--- src/rtl/lpn_pkg.sv ---
// Package with types, constants and arithmetic helpers of the logistic prox Newton block.
`timescale 1ns / 1ps
`default_nettype none
package lpn_pkg;

  localparam int FRAC_BITS = 24;
  localparam logic [3:0] MAX_STEPS = 4'd15;
  localparam int DIV_W = 64;

  localparam logic signed [31:0] ONE = 32'sd16777216;
  localparam logic signed [31:0] FIVE = 32'sd83886080;
  localparam logic signed [31:0] HALF = 32'sd8388608;
  localparam logic signed [31:0] TENTH = 32'sd1677722;
  localparam logic signed [32:0] LOG2E_Q30 = 33'sd1549082005;
  localparam logic signed [32:0] LN2_Q30 = 33'sd744261118;
  localparam logic [31:0] Q30_ONE = 32'h4000_0000;

  localparam logic [30:0] POW2_TBL [16] = '{
    31'd1073741824, 31'd1028218693, 31'd984625594, 31'd942880698,
    31'd902905651, 31'd864625413, 31'd827968132, 31'd792865000,
    31'd759250125, 31'd727060410, 31'd696235434, 31'd666717338,
    31'd638450708, 31'd611382493, 31'd585461881, 31'd560640219
  };

  typedef enum logic {
    REG_TAU   = 1'b0,
    REG_STEPS = 1'b1
  } cfg_idx_e;

  typedef enum logic [4:0] {
    OP_NOP, OP_LOAD, OP_LO_DIV, OP_LO_FIN, OP_MUL_TA, OP_MID_NUM, OP_QDIV,
    OP_MID_FIN, OP_HI, OP_ABS, OP_M_LOG, OP_Y, OP_M_LN, OP_T, OP_M_T2, OP_T2,
    OP_M_T3, OP_T3, OP_P, OP_M_E, OP_E, OP_S_DIV, OP_S, OP_M_V, OP_V, OP_M_TD,
    OP_NUM, OP_UPD, OP_OUT
  } dp_op_e;

  typedef struct packed {
    dp_op_e op;
  } cmd_t;

  typedef struct packed {
    logic lo;
    logic mid;
    logic den_zero;
    logic div_busy;
  } stat_t;

  function automatic logic signed [31:0] sat32(input logic signed [65:0] v);
    if (v > 66'sd2147483647) return 32'sh7FFF_FFFF;
    if (v < -66'sd2147483648) return 32'sh8000_0000;
    return v[31:0];
  endfunction

  function automatic logic signed [65:0] rnd30(input logic signed [65:0] v);
    return (v + 66'sd536870912) >>> 30;
  endfunction

  function automatic logic signed [65:0] rnd24(input logic signed [65:0] v);
    return (v + 66'sd8388608) >>> FRAC_BITS;
  endfunction

  // Quotient carries one extra fraction bit; round half away and saturate.
  function automatic logic signed [31:0] div_fin(input logic [DIV_W-1:0] q,
                                                 input logic neg);
    logic [32:0] qr;
    if (q >= 64'h0000_0000_FFFF_FFFF) begin
      return neg ? 32'sh8000_0000 : 32'sh7FFF_FFFF;
    end
    qr = ({1'b0, q[31:0]} + 33'd1) >> 1;
    return neg ? -$signed(qr[31:0]) : $signed(qr[31:0]);
  endfunction

endpackage
`default_nettype wire

--- src/rtl/lpn_ctrl.sv ---
// Controller state machine: sequences the guess, the Newton steps and the output request.
`timescale 1ns / 1ps
`default_nettype none
module lpn_ctrl (
  input  logic           clk_i,
  input  logic           rst_ni,
  input  logic [3:0]     steps_i,
  input  logic           in_valid_i,
  output logic           in_ready_o,
  output logic           out_valid_o,
  input  logic           out_ready_i,
  input  lpn_pkg::stat_t stat_i,
  output lpn_pkg::cmd_t  cmd_o
);
  import lpn_pkg::*;

  typedef enum logic [34:0] {
    ST_IDLE = 35'd1 << 0,  ST_SEL = 35'd1 << 1,  ST_LO_DIV = 35'd1 << 2,
    ST_LO_WAIT = 35'd1 << 3,  ST_LO_FIN = 35'd1 << 4,  ST_MID_MUL = 35'd1 << 5,
    ST_MID_NUM = 35'd1 << 6,  ST_MID_DIV = 35'd1 << 7,  ST_MID_WAIT = 35'd1 << 8,
    ST_MID_FIN = 35'd1 << 9,  ST_HI = 35'd1 << 10,  ST_LOOP = 35'd1 << 11,
    ST_ABS = 35'd1 << 12,  ST_M_LOG = 35'd1 << 13,  ST_Y = 35'd1 << 14,
    ST_M_LN = 35'd1 << 15,  ST_T = 35'd1 << 16,  ST_M_T2 = 35'd1 << 17,
    ST_T2 = 35'd1 << 18,  ST_M_T3 = 35'd1 << 19,  ST_T3 = 35'd1 << 20,
    ST_P = 35'd1 << 21,  ST_M_E = 35'd1 << 22,  ST_E = 35'd1 << 23,
    ST_S_DIV = 35'd1 << 24,  ST_S_WAIT = 35'd1 << 25,  ST_S_FIN = 35'd1 << 26,
    ST_M_V = 35'd1 << 27,  ST_V = 35'd1 << 28,  ST_M_TD = 35'd1 << 29,
    ST_NUM = 35'd1 << 30,  ST_N_DIV = 35'd1 << 31,  ST_N_WAIT = 35'd1 << 32,
    ST_UPD = 35'd1 << 33,  ST_DONE = 35'd1 << 34
  } state_e;

  state_e     state_q, state_d;
  logic [3:0] cnt_q, cnt_d;
  logic       valid_q, valid_d;

  always_comb begin
    state_d   = state_q;
    cnt_d     = cnt_q;
    valid_d   = valid_q;
    cmd_o.op  = OP_NOP;
    if (valid_q && out_ready_i) valid_d = 1'b0;
    unique case (state_q)
      ST_IDLE: begin
        if (in_valid_i) begin
          cmd_o.op = OP_LOAD;
          cnt_d    = (steps_i > MAX_STEPS) ? MAX_STEPS : steps_i;
          state_d  = ST_SEL;
        end
      end
      ST_SEL: begin
        if (stat_i.lo) state_d = ST_LO_DIV;
        else if (stat_i.mid) state_d = ST_MID_MUL;
        else state_d = ST_HI;
      end
      ST_LO_DIV: begin cmd_o.op = OP_LO_DIV; state_d = ST_LO_WAIT; end
      ST_LO_WAIT: if (!stat_i.div_busy) state_d = ST_LO_FIN;
      ST_LO_FIN: begin cmd_o.op = OP_LO_FIN; state_d = ST_LOOP; end
      ST_MID_MUL: begin cmd_o.op = OP_MUL_TA; state_d = ST_MID_NUM; end
      ST_MID_NUM: begin cmd_o.op = OP_MID_NUM; state_d = ST_MID_DIV; end
      ST_MID_DIV: begin cmd_o.op = OP_QDIV; state_d = ST_MID_WAIT; end
      ST_MID_WAIT: if (!stat_i.div_busy) state_d = ST_MID_FIN;
      ST_MID_FIN: begin cmd_o.op = OP_MID_FIN; state_d = ST_LOOP; end
      ST_HI: begin cmd_o.op = OP_HI; state_d = ST_LOOP; end
      ST_LOOP: begin
        if (cnt_q == 4'd0) begin
          state_d = ST_DONE;
        end else begin
          cnt_d   = cnt_q - 4'd1;
          state_d = ST_ABS;
        end
      end
      ST_ABS: begin cmd_o.op = OP_ABS; state_d = ST_M_LOG; end
      ST_M_LOG: begin cmd_o.op = OP_M_LOG; state_d = ST_Y; end
      ST_Y: begin cmd_o.op = OP_Y; state_d = ST_M_LN; end
      ST_M_LN: begin cmd_o.op = OP_M_LN; state_d = ST_T; end
      ST_T: begin cmd_o.op = OP_T; state_d = ST_M_T2; end
      ST_M_T2: begin cmd_o.op = OP_M_T2; state_d = ST_T2; end
      ST_T2: begin cmd_o.op = OP_T2; state_d = ST_M_T3; end
      ST_M_T3: begin cmd_o.op = OP_M_T3; state_d = ST_T3; end
      ST_T3: begin cmd_o.op = OP_T3; state_d = ST_P; end
      ST_P: begin cmd_o.op = OP_P; state_d = ST_M_E; end
      ST_M_E: begin cmd_o.op = OP_M_E; state_d = ST_E; end
      ST_E: begin cmd_o.op = OP_E; state_d = ST_S_DIV; end
      ST_S_DIV: begin cmd_o.op = OP_S_DIV; state_d = ST_S_WAIT; end
      ST_S_WAIT: if (!stat_i.div_busy) state_d = ST_S_FIN;
      ST_S_FIN: begin cmd_o.op = OP_S; state_d = ST_M_V; end
      ST_M_V: begin cmd_o.op = OP_M_V; state_d = ST_V; end
      ST_V: begin cmd_o.op = OP_V; state_d = ST_M_TD; end
      ST_M_TD: begin cmd_o.op = OP_M_TD; state_d = ST_NUM; end
      ST_NUM: begin cmd_o.op = OP_NUM; state_d = ST_N_DIV; end
      ST_N_DIV: begin
        if (stat_i.den_zero) begin
          state_d = ST_LOOP;
        end else begin
          cmd_o.op = OP_QDIV;
          state_d  = ST_N_WAIT;
        end
      end
      ST_N_WAIT: if (!stat_i.div_busy) state_d = ST_UPD;
      ST_UPD: begin cmd_o.op = OP_UPD; state_d = ST_LOOP; end
      ST_DONE: begin
        if (!valid_q || out_ready_i) begin
          cmd_o.op = OP_OUT;
          valid_d  = 1'b1;
          state_d  = ST_IDLE;
        end
      end
      default: state_d = ST_IDLE;
    endcase
  end

  always_ff @(posedge clk_i or negedge rst_ni) begin
    if (!rst_ni) begin
      state_q <= ST_IDLE;
      cnt_q   <= '0;
      valid_q <= 1'b0;
    end else begin
      state_q <= state_d;
      cnt_q   <= cnt_d;
      valid_q <= valid_d;
    end
  end

  assign in_ready_o  = (state_q == ST_IDLE);
  assign out_valid_o = valid_q;

endmodule
`default_nettype wire

--- config.mk ---
export PLATFORM = sky130hd
export DESIGN_NAME = lpn_ctrl
export DESIGN_NICKNAME = d
export VERILOG_FILES = /design/src/rtl/lpn_pkg.sv /design/src/rtl/lpn_ctrl.sv
export SDC_FILE = /design/constraint.sdc
export NUM_CORES = 1
export LEC_CHECK = 0
export BUFFER_PORTS_ARGS = -buffer_cell sky130_fd_sc_hd__clkbuf_2
export CORE_MARGIN = 1
export CORE_UTILIZATION = 40
export CTS_CLUSTER_SIZE = 8
export DETAILED_ROUTE_END_ITERATION = 16
export PLACE_DENSITY = 0.6
export SLEW_MARGIN = 30
export SYNTH_ARGS = -nofsm -noshare
export SYNTH_HDL_FRONTEND = slang
export SYNTH_SLANG_ARGS = --single-unit
--- constraint.sdc ---
create_clock -name clk_i -period 5.7 [get_ports clk_i]
set_input_delay 0.855 -clock clk_i [delete_from_list [all_inputs] [get_ports clk_i]]
set_output_delay 0.855 -clock clk_i [all_outputs]
set_load 0.03 [all_outputs]
==> metrics.txt, run 1 <==
# TYPE chip_impl_metric gauge
chip_impl_info{name="outcome",value="finished, final reports clean"} 1
chip_impl_metric{name="synthesis_warnings",unit=""} 0
chip_impl_metric{name="syn_area_per_cell",unit="sq um"} 10.1
chip_impl_info{name="worstSetupEndpointType",value="output port"} 1
chip_impl_metric{name="post-route-util",unit="%"} 46.1
chip_impl_metric{name="finalMaxSlewViolations",unit=""} 0
chip_impl_metric{name="worst_setup_hold_path_clk_slew",unit="ns"} 0.08
chip_impl_metric{name="chipWidth",unit="um"} 81.1
chip_impl_metric{name="drcViolationCount",unit=""} 0
chip_impl_metric{name="worst_clock_skew",unit="ns"} 0.00650
chip_impl_metric{name="post_cts_repair_setup_buffers",unit=""} 0
chip_impl_metric{name="worst-endpoint-required",unit="ns"} 4.85
chip_impl_info{name="grt_setup_unrepaired",value="no"} 1
chip_impl_metric{name="area_growth",unit="%"} 10.5
chip_impl_metric{name="clock_sink_count",unit=""} 40
chip_impl_metric{name="die_height",unit="um"} 81.1
chip_impl_metric{name="drv.max_cap_violation_count",unit=""} 0
chip_impl_metric{name="place.detailed.hpwl",unit="mm"} 4.64
chip_impl_metric{name="ctsLongestPathBuffers",unit=""} 2
chip_impl_metric{name="place_ws",unit="ns"} 2.21
chip_impl_info{name="synth_ff_type",value="sky130_fd_sc_hd__dfrtp_1"} 1
chip_impl_metric{name="cellLeakagePower",unit="nW"} 1.29
chip_impl_metric{name="drt_wl_total",unit="mm"} 6.17
chip_impl_metric{name="multi_input_comb_area",unit="sq um"} 1430
chip_impl_metric{name="drtIter0Drc",unit=""} 162
chip_impl_metric{name="routed_wire_length_per_instance",unit="um"} 17.9
chip_impl_metric{name="seq_area",unit="sq um"} 1000
chip_impl_metric{name="stdcell_area",unit="sq um"} 2760
chip_impl_metric{name="first_pass_iters",unit=""} 4
chip_impl_metric{name="crit_arrival",unit="ns"} 3.04
chip_impl_info{name="mostFrequentLayoutCells",value="sky130_fd_sc_hd__dfrtp_1 (39), sky130_fd_sc_hd__nor2_1 (24), sky130_fd_sc_hd__nand2_1 (19)"} 1
chip_impl_metric{name="synthArstFlopShare",unit="%"} 100
chip_impl_metric{name="routabilityCongestion",unit=""} 0.877
chip_impl_metric{name="dp_cells",unit=""} 337
chip_impl_metric{name="critPathMaxFanout",unit=""} 20
chip_impl_metric{name="sum_of_negative_setup_slack",unit="ns"} 0
chip_impl_info{name="holdCritPathClass",value="input pin to async pin"} 1
chip_impl_metric{name="achievable-frequency",unit="GHz"} 0.256
chip_impl_metric{name="max-slew-margin-rel",unit="%"} 51.6
chip_impl_metric{name="timing.final.crit_share",unit="%"} 68.4
chip_impl_metric{name="yosys_reg_bits",unit=""} 40
chip_impl_metric{name="finalWorstSetupSlack",unit="ns"} 1.80
chip_impl_info{name="cts_tree",value="built"} 1
chip_impl_metric{name="number_of_buffers_inserted_during_clock_tree_synthesis",unit=""} 5
chip_impl_metric{name="grt_pass1_wl",unit="mm"} 9.91
chip_impl_info{name="clockRootBuffer",value="sky130_fd_sc_hd__clkbuf_8"} 1
chip_impl_metric{name="die-area",unit="sq um"} 6570
chip_impl_metric{name="numPortBuffers",unit=""} 18
chip_impl_metric{name="peakVddDrop",unit="mV"} 0.177
chip_impl_metric{name="fin_crit",unit="ns"} 3.90
chip_impl_metric{name="num_vias",unit=""} 2072
chip_impl_metric{name="nFillCells",unit=""} 589
chip_impl_info{name="crit_path_start_kind",value="flop"} 1
chip_impl_metric{name="start_util",unit="%"} 41.7
chip_impl_metric{name="cts.hold.buffers_added",unit=""} 0
chip_impl_metric{name="number_of_nets_in_the_finished_design",unit=""} 282
chip_impl_metric{name="postSynthCellCount",unit=""} 248
chip_impl_metric{name="post_synth_instance_area",unit="sq um"} 2500
chip_impl_metric{name="synth.net_count",unit=""} 261
chip_impl_metric{name="first_global_vias",unit=""} 1970
chip_impl_metric{name="placed_area",unit="sq um"} 2650
chip_impl_metric{name="setup_violations",unit=""} 0
chip_impl_metric{name="via_per_inst",unit=""} 6.01
chip_impl_metric{name="latest_clock_arrival_within_the_worst_skew_pair",unit="ns"} 0.30
chip_impl_metric{name="antenna_cells_inserted",unit=""} 0
chip_impl_metric{name="cts.htree.levels",unit=""} 2
chip_impl_metric{name="core.rowCount",unit=""} 28
chip_impl_metric{name="grt_max_degree",unit=""} 41
chip_impl_metric{name="initial_antenna_violation_count",unit=""} 0
chip_impl_info{name="layout_commonest_cell",value="sky130_fd_sc_hd__dfrtp_1"} 1
chip_impl_metric{name="hold_violations",unit=""} 0
chip_impl_metric{name="core_region_area",unit="sq um"} 5990
chip_impl_metric{name="finish.cell_count_without_fillers",unit=""} 345
chip_impl_metric{name="tightest_slew",unit="ns"} 0.720
chip_impl_info{name="setup.worst_path.class",value="flop to output port"} 1
chip_impl_metric{name="post_cts_resized",unit=""} 0
chip_impl_metric{name="yosys.cell_types.count",unit=""} 61
chip_impl_metric{name="ant_nets",unit=""} 0
chip_impl_metric{name="io_pins",unit=""} 19
chip_impl_metric{name="fraction_of_final_layout_cells_with_drive_strength_greater_than_1",unit="%"} 20.0
chip_impl_metric{name="grt_overflow",unit=""} 0
chip_impl_metric{name="grt_overall_usage",unit="%"} 20.5
chip_impl_metric{name="power_per_cell_area",unit="nW/um^2"} 323
chip_impl_metric{name="synth.yosys.seq_area_share",unit="%"} 40.1
chip_impl_metric{name="count_of_flip_flops_with_a_built_in_enable_after_synthesis",unit=""} 0
==> cell type report <==
| type | count | area share (%) |
|---|---|---|
| Clock buffer | 6 | 2.63 |
| Clock inverter | 2 | 1.27 |
| Inverter | 8 | 1.09 |
| Multi-Input combinational cell | 195 | 51.7 |
| Sequential cell | 40 | 36.3 |
| Tap cell | 75 | 3.40 |
| Timing Repair Buffer | 19 | 3.62 |
==> per-stage QoR <==
stage | total power (W) | hold slack, ns
floorplan | 0.000585 | 0.508
global placement | 0.000657 | 0.539
detailed placement | 0.000660 | 0.534
CTS | 0.000894 | 0.561
global route | 0.000946 | 0.589
finish | 0.000891 | 0.557
==> layer usage <==
| metal | share of wire, % | global-route usage (%) | wire [um] | vias to the layer above |
|---|---|---|---|---|
| met2 | 47 | 32.2 | 2910 | 43 |
| met3 | 4.7 | 4.94 | 290 | 10 |
| met1 | 46 | 27.7 | 2860 | 1013 |
| met5 | 0 | 0 | 0 | - |
| li1 | - | - | - | 1006 |
| met4 | 1.7 | 6.25 | 105 | 0 |
==> path summary, 6_finish.rpt <==
| check | startpoint | endpoint | slack, ns | depth (start not counted) |
|---|---|---|---|---|
| worst max-delay path | state_q[3]$_DFFE_PN0P_ | cmd_o[1] | 1.80 | 8 |
| worst min-delay path | rst_ni | state_q[25]$_DFFE_PN0P_ | 0.56 | 1 |
| worst max register to register | state_q[3]$_DFFE_PN0P_ | state_q[25]$_DFFE_PN0P_ | 3.04 | 7 |
| worst min register to register | state_q[3]$_DFFE_PN0P_ | state_q[3]$_DFFE_PN0P_ | 0.56 | 1 |
| max in group asynchronous | rst_ni | state_q[28]$_DFFE_PN0P_ | 4.74 | 1 |
| min in group clk_i | state_q[3]$_DFFE_PN0P_ | state_q[3]$_DFFE_PN0P_ | 0.56 | 1 |
==> registers in the layout (all words and copies together), names as in the netlist <==
name	flops
state_q	35
cnt_q	4
out_valid_o	1
==> cell usage after synthesis, drive strengths merged, types with 4 or more instances <==
master / count / share of area (%)
a21o: 5 / 1.5
a21oi: 5 / 1.0
buf: 4 / 1.4
dfrtp: 39 / 39
inv: 8 / 1.2
nand2: 19 / 2.9
nand2b: 8 / 2.0
nand3: 5 / 1.2
nand3b: 6 / 1.8
nand4: 10 / 2.8
nor2: 25 / 3.9
nor3: 20 / 5.1
nor3b: 5 / 1.5
nor4: 21 / 11
nor4b: 8 / 3.4
or2: 4 / 1.0
or3: 5 / 1.5
xnor2: 6 / 2.1
==> power breakdown <==
| part | switching, W | leakage [nW] | internal, W |
|---|---|---|---|
| logic | 0.000211 | 0.693 | 0.000110 |
| clock network | 0.000103 | 0.0552 | 0.000130 |
| registers | 0.0000262 | 0.545 | 0.000310 |
==> cells by family (layout without fill, tap and decap cells) <==
kind of cell / Yosys count / count (layout) / synth area share (%)
AO/OA/AOI/OAI: 35 / 35 / 10.8
XOR/XNOR: 8 / 8 / 2.80
adder cells (fa/ha/maj): 1 / 1 / 0.500
buffers and inverters: 13 / 35 / 2.80
flip-flops: 40 / 40 / 40.1
multiplexers: 1 / 1 / 0.400
AND/OR/NAND/NOR: 150 / 150 / 42.6
==> worst max-delay path, cell delays in order, from the launching register on <==
cell                       delay, ns
sky130_fd_sc_hd__dfrtp_1        0.42
sky130_fd_sc_hd__nor4_1         0.65
sky130_fd_sc_hd__nand4_1        0.17
sky130_fd_sc_hd__buf_4          0.26
sky130_fd_sc_hd__nor4_1         0.55
sky130_fd_sc_hd__a311o_1        0.22
sky130_fd_sc_hd__nor4_1         0.09
sky130_fd_sc_hd__or3b_1         0.18
sky130_fd_sc_hd__clkbuf_2       0.19
(Power assumes the default switching activity.)
==> run 2: changes to the inputs <==
--- a/config.mk
+++ b/config.mk
@@ -5,12 +5,13 @@
 export SDC_FILE = /design/constraint.sdc
 export NUM_CORES = 1
 export LEC_CHECK = 0
+export ABC_AREA = 1
 export BUFFER_PORTS_ARGS = -buffer_cell sky130_fd_sc_hd__clkbuf_2
 export CORE_MARGIN = 1
 export CORE_UTILIZATION = 40
 export CTS_CLUSTER_SIZE = 8
 export DETAILED_ROUTE_END_ITERATION = 16
-export PLACE_DENSITY = 0.6
+export PLACE_DENSITY = 0.62
 export SLEW_MARGIN = 30
 export SYNTH_ARGS = -nofsm -noshare
 export SYNTH_HDL_FRONTEND = slang
==> constraint.sdc (replaced) <==
create_clock -name clk_i -period 3.3 [get_ports clk_i]
set_input_delay 0.495 -clock clk_i [delete_from_list [all_inputs] [get_ports clk_i]]
set_output_delay 0.495 -clock clk_i [all_outputs]
set_load 0.03 [all_outputs]
==> metrics.txt, run 2 <==
# TYPE chip_impl_metric gauge
chip_impl_info{name="outcome",value="finished, final reports clean"} 1
chip_impl_metric{name="ctsLongestPathBuffers",unit=""} 2
chip_impl_metric{name="start_util",unit="%"} 42.6
chip_impl_info{name="rr_startpoint",value="state_q[14]$_DFFE_PN0P_"} 1
chip_impl_metric{name="achievable-frequency",unit="GHz"} 0.370
chip_impl_metric{name="dp_cells",unit=""} 427
chip_impl_info{name="synth.largest_area_cell",value="sky130_fd_sc_hd__dfrtp_1"} 1
chip_impl_metric{name="worst-endpoint-required",unit="ns"} 2.80
chip_impl_metric{name="via_per_inst",unit=""} 4.79
chip_impl_metric{name="drtIter0Drc",unit=""} 82
chip_impl_metric{name="sum_of_negative_setup_slack",unit="ns"} 0
chip_impl_metric{name="max-slew-margin-rel",unit="%"} 63.7
chip_impl_metric{name="num_vias",unit=""} 2082
chip_impl_metric{name="tightest_slew",unit="ns"} 0.545
chip_impl_metric{name="peakVddDrop",unit="mV"} 0.524
chip_impl_metric{name="p_sw",unit="W"} 0.000596
chip_impl_metric{name="clock_sink_count",unit=""} 40
chip_impl_metric{name="initial_antenna_violation_count",unit=""} 0
chip_impl_metric{name="power_per_cell_area",unit="nW/um^2"} 572
chip_impl_metric{name="routed_wire_length_per_instance",unit="um"} 11.8
chip_impl_metric{name="grt_overflow",unit=""} 0
chip_impl_metric{name="cell_depth_of_the_worst_flop_to_flop_path",unit=""} 12
chip_impl_metric{name="cellLeakagePower",unit="nW"} 1.65
chip_impl_info{name="synth_ff_type",value="sky130_fd_sc_hd__dfrtp_1"} 1
chip_impl_metric{name="worst_setup_hold_path_clk_slew",unit="ns"} 0.08
chip_impl_metric{name="finish.cell_count_without_fillers",unit=""} 435
chip_impl_metric{name="drv.max_cap_violation_count",unit=""} 0
chip_impl_metric{name="fin_crit",unit="ns"} 2.71
chip_impl_info{name="grt_setup_unrepaired",value="no"} 1
chip_impl_metric{name="clock_power_share",unit="%"} 25.5
chip_impl_metric{name="synth.yosys.seq_area_share",unit="%"} 41.7
chip_impl_metric{name="latest_clock_arrival_within_the_worst_skew_pair",unit="ns"} 0.29
chip_impl_metric{name="cts.hold.buffers_added",unit=""} 0
chip_impl_metric{name="antenna_cells_inserted",unit=""} 0
chip_impl_info{name="synth_top_cells_by_count",value="sky130_fd_sc_hd__nand2_1 (75), sky130_fd_sc_hd__inv_1 (63), sky130_fd_sc_hd__nor2_1 (48)"} 1
chip_impl_metric{name="fraction_of_final_layout_cells_with_drive_strength_greater_than_1",unit="%"} 19.3
chip_impl_metric{name="yosys_reg_bits",unit=""} 40
chip_impl_info{name="netlist_top_cells_area",value="sky130_fd_sc_hd__dfrtp_1 (41%), sky130_fd_sc_hd__nand2_1 (12%), sky130_fd_sc_hd__inv_1 (9.8%)"} 1
chip_impl_metric{name="grt_overall_usage",unit="%"} 18.4
chip_impl_metric{name="die-area",unit="sq um"} 6320
chip_impl_metric{name="largest_register_ffs",unit=""} 35
chip_impl_metric{name="post_synth_instance_area",unit="sq um"} 2400
chip_impl_info{name="r2r-end",value="state_q[0]$_DFFE_PN1P_"} 1
chip_impl_metric{name="routabilityCongestion",unit=""} 0.882
chip_impl_metric{name="core.rowCount",unit=""} 27
chip_impl_metric{name="slowest_delay",unit="ns"} 0.41
chip_impl_info{name="timing.critical_path.slowest_stage_cell",value="sky130_fd_sc_hd__dfrtp_1"} 1
chip_impl_metric{name="synth.net_count",unit=""} 351
chip_impl_metric{name="io_pins",unit=""} 19
chip_impl_metric{name="die_height",unit="um"} 79.5
chip_impl_metric{name="switching_share",unit="%"} 38.7
chip_impl_metric{name="yosys.cell_types.count",unit=""} 29
chip_impl_metric{name="hold_violations",unit=""} 0
chip_impl_metric{name="crit_arrival",unit="ns"} 2.21
chip_impl_metric{name="ant_nets",unit=""} 0
chip_impl_info{name="holdCritPathClass",value="input pin to async pin"} 1
chip_impl_info{name="synthMostInstantiatedCell",value="sky130_fd_sc_hd__nand2_1"} 1
chip_impl_metric{name="worst_clock_skew",unit="ns"} 0.00696
chip_impl_metric{name="syn_area_per_cell",unit="sq um"} 7.11
chip_impl_info{name="clockRootBuffer",value="sky130_fd_sc_hd__clkbuf_8"} 1
chip_impl_metric{name="chipWidth",unit="um"} 79.5
chip_impl_metric{name="finalMaxSlewViolations",unit=""} 0
chip_impl_metric{name="post_cts_resized",unit=""} 0
chip_impl_metric{name="setup_violations",unit=""} 0
chip_impl_metric{name="numPortBuffers",unit=""} 18
chip_impl_metric{name="grt_pass1_wl",unit="mm"} 8.83
chip_impl_metric{name="place.detailed.hpwl",unit="mm"} 4.26
chip_impl_metric{name="critPathMaxFanout",unit=""} 5
chip_impl_metric{name="core_region_area",unit="sq um"} 5640
chip_impl_info{name="layout_commonest_cell",value="sky130_fd_sc_hd__nand2_1"} 1
chip_impl_metric{name="rrSetupSlack",unit="ns"} 1.36
chip_impl_metric{name="pwr-share-seq",unit="%"} 36.9
chip_impl_metric{name="design_power_total",unit="W"} 0.00154
chip_impl_metric{name="drcViolationCount",unit=""} 0
chip_impl_info{name="crit_path_start_kind",value="flop"} 1
chip_impl_metric{name="postSynthCellCount",unit=""} 338
chip_impl_metric{name="count_of_flip_flops_with_a_built_in_enable_after_synthesis",unit=""} 0
chip_impl_metric{name="post-synth-top-area-fraction",unit="%"} 40.6
chip_impl_info{name="setup.worst_path.class",value="flop to output port"} 1
chip_impl_metric{name="number_of_buffers_inserted_during_clock_tree_synthesis",unit=""} 5
chip_impl_info{name="mostFrequentLayoutCells",value="sky130_fd_sc_hd__nand2_1 (75), sky130_fd_sc_hd__inv_1 (63), sky130_fd_sc_hd__nor2_1 (48)"} 1
chip_impl_info{name="worstSetupEndpointType",value="output port"} 1
chip_impl_metric{name="post-route-util",unit="%"} 47.7
chip_impl_metric{name="area_growth",unit="%"} 12.0
chip_impl_metric{name="timing.final.crit_share",unit="%"} 82.0
chip_impl_metric{name="first_global_vias",unit=""} 2011
chip_impl_info{name="cts_tree",value="built"} 1
chip_impl_metric{name="post_cts_repair_setup_buffers",unit=""} 0
chip_impl_info{name="timing.critical_path.from",value="state_q[14]$_DFFE_PN0P_"} 1
chip_impl_metric{name="cellInternalPower",unit="W"} 0.000945
chip_impl_info{name="crit_path_cell_trace",value="nor2_1 > nand2_1 > nor2_2 > nand2_2 > nor2_2 > inv_1 > a21oi_1 > inv_1 > nand3_1 > nor3_1 > nand3_1 > clkbuf_2"} 1
chip_impl_metric{name="grt_max_degree",unit=""} 41
chip_impl_metric{name="synthArstFlopShare",unit="%"} 100
chip_impl_metric{name="drt_wl_total",unit="mm"} 5.12
chip_impl_metric{name="number_of_nets_in_the_finished_design",unit=""} 375
chip_impl_info{name="registers.top_by_ff_count",value="state_q"} 1
chip_impl_metric{name="first_pass_iters",unit=""} 4
chip_impl_metric{name="synthesis_warnings",unit=""} 0
chip_impl_metric{name="cts.htree.levels",unit=""} 2
chip_impl_metric{name="whs",unit="ns"} 0.217
chip_impl_metric{name="power_frac_comb",unit="%"} 37.7
==> run 2: cell types whose count changed after synthesis, sizes merged, moves of 10 or more <==
| cell | delta |
|---|---|
| inv | +58 |
| nand2 | +65 |
| nand3 | +16 |
| nor2 | +46 |
| nor4 | -10 |
| o21ai | +12 |
==> run 2: worst max-delay path, delay by kind of cell, from the launching register on <==
kind	cells	cell delay (ns)
simple gates	8	0.98
flops	1	0.41
buf+inv	3	0.37
compound gates	1	0.16
==> run 2: worst max-delay path by stage <==
stage,to,slack [ns],cells after the start
after floorplan,cmd_o[0],1.19,11
after global placement,cmd_o[3],0.88,11
after detailed placement,cmd_o[1],0.89,12
after CTS,cmd_o[1],0.57,12
after global routing,cmd_o[2],0.39,12
final,cmd_o[2],0.59,12
==> run 2: logic make-up after synthesis <==
group,count (synthesis),synth area share [%]
AND/OR/NAND/NOR,209,41.3
buffers and inverters,67,10.5
flip-flops,40,41.7
AO/OA/AOI/OAI,19,5.21
XOR/XNOR,2,0.729
adder cells (fa/ha/maj),1,0.520
==> run 2: power by group through the flow <==
stage               Clock, W  Sequential, W  Combinational, W
floorplan                  0       0.000572          0.000452
global placement           0       0.000579          0.000585
detailed placement         0       0.000579          0.000586
CTS                 0.000401       0.000569          0.000588
global route        0.000427       0.000574          0.000655
finish              0.000392       0.000568          0.000581
==> run 2: routing by layer <==
metal / GRT usage, % / up-vias / part of all wire [%]
li1: - / 1100 / -
met3: 3.09 / 9 / 1.9
met2: 31.6 / 26 / 49
met1: 23.5 / 947 / 47
met5: 0 / - / 0
met4: 5.82 / 0 / 1.8
==> run 2: final cells by class <==
cell class                      instances  area, sq um
Timing Repair Buffer                   18         92.6
Multi-Input combinational cell        231         1150
Inverter                               66          248
Sequential cell                        40         1000
Clock buffer                            5         68.8
Fill cell                             557         2950
Clock inverter                          3         42.5
Tap cell                               72         90.1
==> run 2: stage by stage <==
stage / area [sq um] / worst slack [ns]
after floorplan: 2400 / 1.19
after global placement: 2580 / 0.879
after detailed placement: 2580 / 0.893
after CTS: 2690 / 0.569
after global routing: 2690 / 0.386
final: 2690 / 0.594
==> run 3: changes to the inputs <==
--- a/config.mk
+++ b/config.mk
@@ -5,13 +5,13 @@
 export SDC_FILE = /design/constraint.sdc
 export NUM_CORES = 1
 export LEC_CHECK = 0
-export ABC_AREA = 1
+export ABC_AREA = 0
 export BUFFER_PORTS_ARGS = -buffer_cell sky130_fd_sc_hd__clkbuf_2
 export CORE_MARGIN = 1
 export CORE_UTILIZATION = 40
 export CTS_CLUSTER_SIZE = 8
 export DETAILED_ROUTE_END_ITERATION = 16
-export PLACE_DENSITY = 0.62
+export PLACE_DENSITY = 0.6
 export SLEW_MARGIN = 30
 export SYNTH_ARGS = -nofsm -noshare
 export SYNTH_HDL_FRONTEND = slang
==> constraint.sdc (replaced) <==
create_clock -name clk_i -period 2.57 [get_ports clk_i]
set_input_delay 0.3855 -clock clk_i [delete_from_list [all_inputs] [get_ports clk_i]]
set_output_delay 0.3855 -clock clk_i [all_outputs]
set_load 0.03 [all_outputs]
==> metrics.txt, run 3 (same netlist as run 1, synthesis figures left out) <==
# TYPE chip_impl_metric gauge
chip_impl_metric{name="design_power_total",unit="W"} 0.00236
chip_impl_metric{name="grt_overall_usage",unit="%"} 24.5
chip_impl_metric{name="antenna_cells_inserted",unit=""} 0
chip_impl_metric{name="finish.cell_count_without_fillers",unit=""} 440
chip_impl_metric{name="die_height",unit="um"} 81.1
chip_impl_metric{name="finalWorstSetupSlack",unit="ns"} -0.330
chip_impl_info{name="setup.worst_path.class",value="flop to output port"} 1
chip_impl_metric{name="worst_setup_hold_path_clk_slew",unit="ns"} 0.08
chip_impl_metric{name="fraction_of_final_layout_cells_with_drive_strength_greater_than_1",unit="%"} 45.5
chip_impl_metric{name="grt_overflow",unit=""} 0
chip_impl_metric{name="clock_power_share",unit="%"} 17.7
chip_impl_metric{name="place_ws",unit="ns"} -0.239
chip_impl_metric{name="routabilityCongestion",unit=""} 0.908
chip_impl_metric{name="cellLeakagePower",unit="nW"} 1.81
chip_impl_metric{name="drt_wl_total",unit="mm"} 7.19
chip_impl_metric{name="setup_violations",unit=""} 5
chip_impl_metric{name="largest_register_ffs",unit=""} 35
chip_impl_metric{name="power_per_cell_area",unit="nW/um^2"} 647
chip_impl_metric{name="latest_clock_arrival_within_the_worst_skew_pair",unit="ns"} 0.30
chip_impl_info{name="outcome",value="complete, but fails checks"} 1
chip_impl_metric{name="dp_cells",unit=""} 421
chip_impl_metric{name="first_global_vias",unit=""} 2488
chip_impl_metric{name="number_of_nets_in_the_finished_design",unit=""} 377
chip_impl_metric{name="drcViolationCount",unit=""} 0
chip_impl_metric{name="clock_sink_count",unit=""} 40
chip_impl_metric{name="start_util",unit="%"} 41.7
chip_impl_metric{name="crit_arrival",unit="ns"} 2.51
chip_impl_metric{name="worst-endpoint-required",unit="ns"} 2.18
chip_impl_metric{name="ctsLongestPathBuffers",unit=""} 2
chip_impl_metric{name="achievable-frequency",unit="GHz"} 0.345
chip_impl_metric{name="chipWidth",unit="um"} 81.1
chip_impl_info{name="crit_path_start_kind",value="flop"} 1
chip_impl_metric{name="pwr-share-seq",unit="%"} 31.5
chip_impl_info{name="layout_commonest_cell",value="sky130_fd_sc_hd__buf_4"} 1
chip_impl_metric{name="core_region_area",unit="sq um"} 5990
chip_impl_info{name="cts_tree",value="built"} 1
chip_impl_metric{name="critPathMaxFanout",unit=""} 7
chip_impl_info{name="clockRootBuffer",value="sky130_fd_sc_hd__clkbuf_8"} 1
chip_impl_metric{name="finalMaxSlewViolations",unit=""} 0
chip_impl_metric{name="post-route-util",unit="%"} 60.9
chip_impl_metric{name="rrSetupSlack",unit="ns"} 0.18
chip_impl_metric{name="drtIter0Drc",unit=""} 145
chip_impl_metric{name="initial_antenna_violation_count",unit=""} 0
chip_impl_metric{name="hold_violations",unit=""} 0
chip_impl_metric{name="timing.final.crit_share",unit="%"} 113
chip_impl_metric{name="number_of_buffers_inserted_during_clock_tree_synthesis",unit=""} 5
chip_impl_metric{name="grt_pass1_wl",unit="mm"} 12.0
chip_impl_metric{name="p_sw",unit="W"} 0.000864
chip_impl_metric{name="first_pass_iters",unit=""} 4
chip_impl_metric{name="cts.htree.levels",unit=""} 2
chip_impl_metric{name="place.detailed.hpwl",unit="mm"} 5.46
chip_impl_info{name="registers.top_by_ff_count",value="state_q"} 1
chip_impl_metric{name="max-slew-margin-rel",unit="%"} 60.0
chip_impl_metric{name="routed_wire_length_per_instance",unit="um"} 16.3
chip_impl_metric{name="drv.max_cap_violation_count",unit=""} 0
chip_impl_metric{name="via_per_inst",unit=""} 5.65
chip_impl_metric{name="stdcell_area",unit="sq um"} 3650
chip_impl_info{name="failing_checks",value="setup timing"} 1
chip_impl_metric{name="area_growth",unit="%"} 46.0
chip_impl_metric{name="grt_max_degree",unit=""} 41
chip_impl_metric{name="numPortBuffers",unit=""} 18
chip_impl_metric{name="io_pins",unit=""} 19
chip_impl_metric{name="placed_area",unit="sq um"} 3290
chip_impl_metric{name="ant_nets",unit=""} 0
chip_impl_metric{name="cellInternalPower",unit="W"} 0.00150
chip_impl_metric{name="fin_crit",unit="ns"} 2.90
chip_impl_metric{name="num_vias",unit=""} 2487
chip_impl_metric{name="tightest_slew",unit="ns"} 0.599
chip_impl_metric{name="core.rowCount",unit=""} 28
chip_impl_metric{name="peakVddDrop",unit="mV"} 0.600
chip_impl_metric{name="power_frac_comb",unit="%"} 50.7
chip_impl_info{name="mostFrequentLayoutCells",value="sky130_fd_sc_hd__buf_4 (91), sky130_fd_sc_hd__dfrtp_1 (39), sky130_fd_sc_hd__nor2_1 (23)"} 1
chip_impl_metric{name="cts.hold.buffers_added",unit=""} 0
chip_impl_info{name="grt_setup_unrepaired",value="yes"} 1
chip_impl_metric{name="die-area",unit="sq um"} 6570
chip_impl_metric{name="switching_share",unit="%"} 36.6
chip_impl_info{name="worstSetupEndpointType",value="output port"} 1
chip_impl_info{name="holdCritPathClass",value="input pin to async pin"} 1
chip_impl_metric{name="worst_clock_skew",unit="ns"} 0.00900
run 3: changes by cell type in the layout (fill, tap and decap cells not counted), sizes merged, moves of 7 or more:
cell	before	now
nand3	21	5
nand2b	0	8
nand2	84	19
nor4	11	21
nor2	71	25
nor4b	0	8
nor3	12	20
inv	66	8
o21ai	15	3
buf	0	98
nand4	3	10
run 3: final timing paths:
kind / startpoint / to / cells after the start
setup / recovery: state_q[0]$_DFFE_PN1P_ / cmd_o[1] / 9
max in group asynchronous: rst_ni / state_q[0]$_DFFE_PN1P_ / 2
hold reg to reg: state_q[32]$_DFFE_PN0P_ / state_q[32]$_DFFE_PN0P_ / 2
setup reg to reg: state_q[15]$_DFFE_PN0P_ / state_q[0]$_DFFE_PN1P_ / 8
min in group clk_i: stat_i[2] / state_q[10]$_DFFE_PN0P_ / 2
hold / removal: rst_ni / state_q[27]$_DFFE_PN0P_ / 2
run 3: timing repair:
action,CTS,global route
buffers inserted,8,5
gates resized for setup,34,8
endpoints found under the hold margin,0,0
pin swaps,11,3
setup endpoints to repair,6,6
run 3: area by class of cell:
type,instances,area [sq um]
flip-flops and latches,40,1000
multi-input cells,195,1560
well taps,75,93.8
inverters,8,30.0
repair buffers,114,885
clock buffers,7,76.3
clock inverters,1,5.00
fillers,495,2340
run 3: through the flow:
step	setup TNS [ns]	hold WS [ns]
after floorplan	0	0.0899
after global placement	-0.441	0.476
after detailed placement	-0.526	0.479
after CTS	-1.00	0.166
after global routing	-1.69	0.199
final	-1.12	0.138
run 3: routing by layer:
metal / global-route usage (%) / vias to the layer above / share of wire (%) / wire, um
li1: - / 1200 / - / -
met1: 29.4 / 1197 / 43 / 3100
met2: 43.4 / 73 / 50 / 3590
met3: 4.16 / 17 / 4.2 / 301
met4: 9.46 / 0 / 2.7 / 195
met5: 0 / - / 0 / 0
run 3: power by group through the flow:
stage	combinational (W)	clock (W)	sequential (W)
2_1_floorplan	0.000563	0	0.000744
3_3_place_gp	0.000981	0	0.000751
3_5_place_dp	0.000995	0	0.000751
4_1_cts	0.00113	0.000424	0.000742
5_1_grt	0.00130	0.000461	0.000754
6_report	0.00120	0.000418	0.000744
run 3: worst max-delay path, cell delays in order, from the launching register on:
cell                       delay, ns
sky130_fd_sc_hd__dfstp_2        0.55
sky130_fd_sc_hd__nor4_2         0.05
sky130_fd_sc_hd__nand4_1        0.13
sky130_fd_sc_hd__buf_6          0.16
sky130_fd_sc_hd__buf_8          0.14
sky130_fd_sc_hd__nor4_4         0.06
sky130_fd_sc_hd__a41o_1         0.25
sky130_fd_sc_hd__nor4_2         0.32
sky130_fd_sc_hd__or3b_1         0.40
sky130_fd_sc_hd__clkbuf_8       0.17
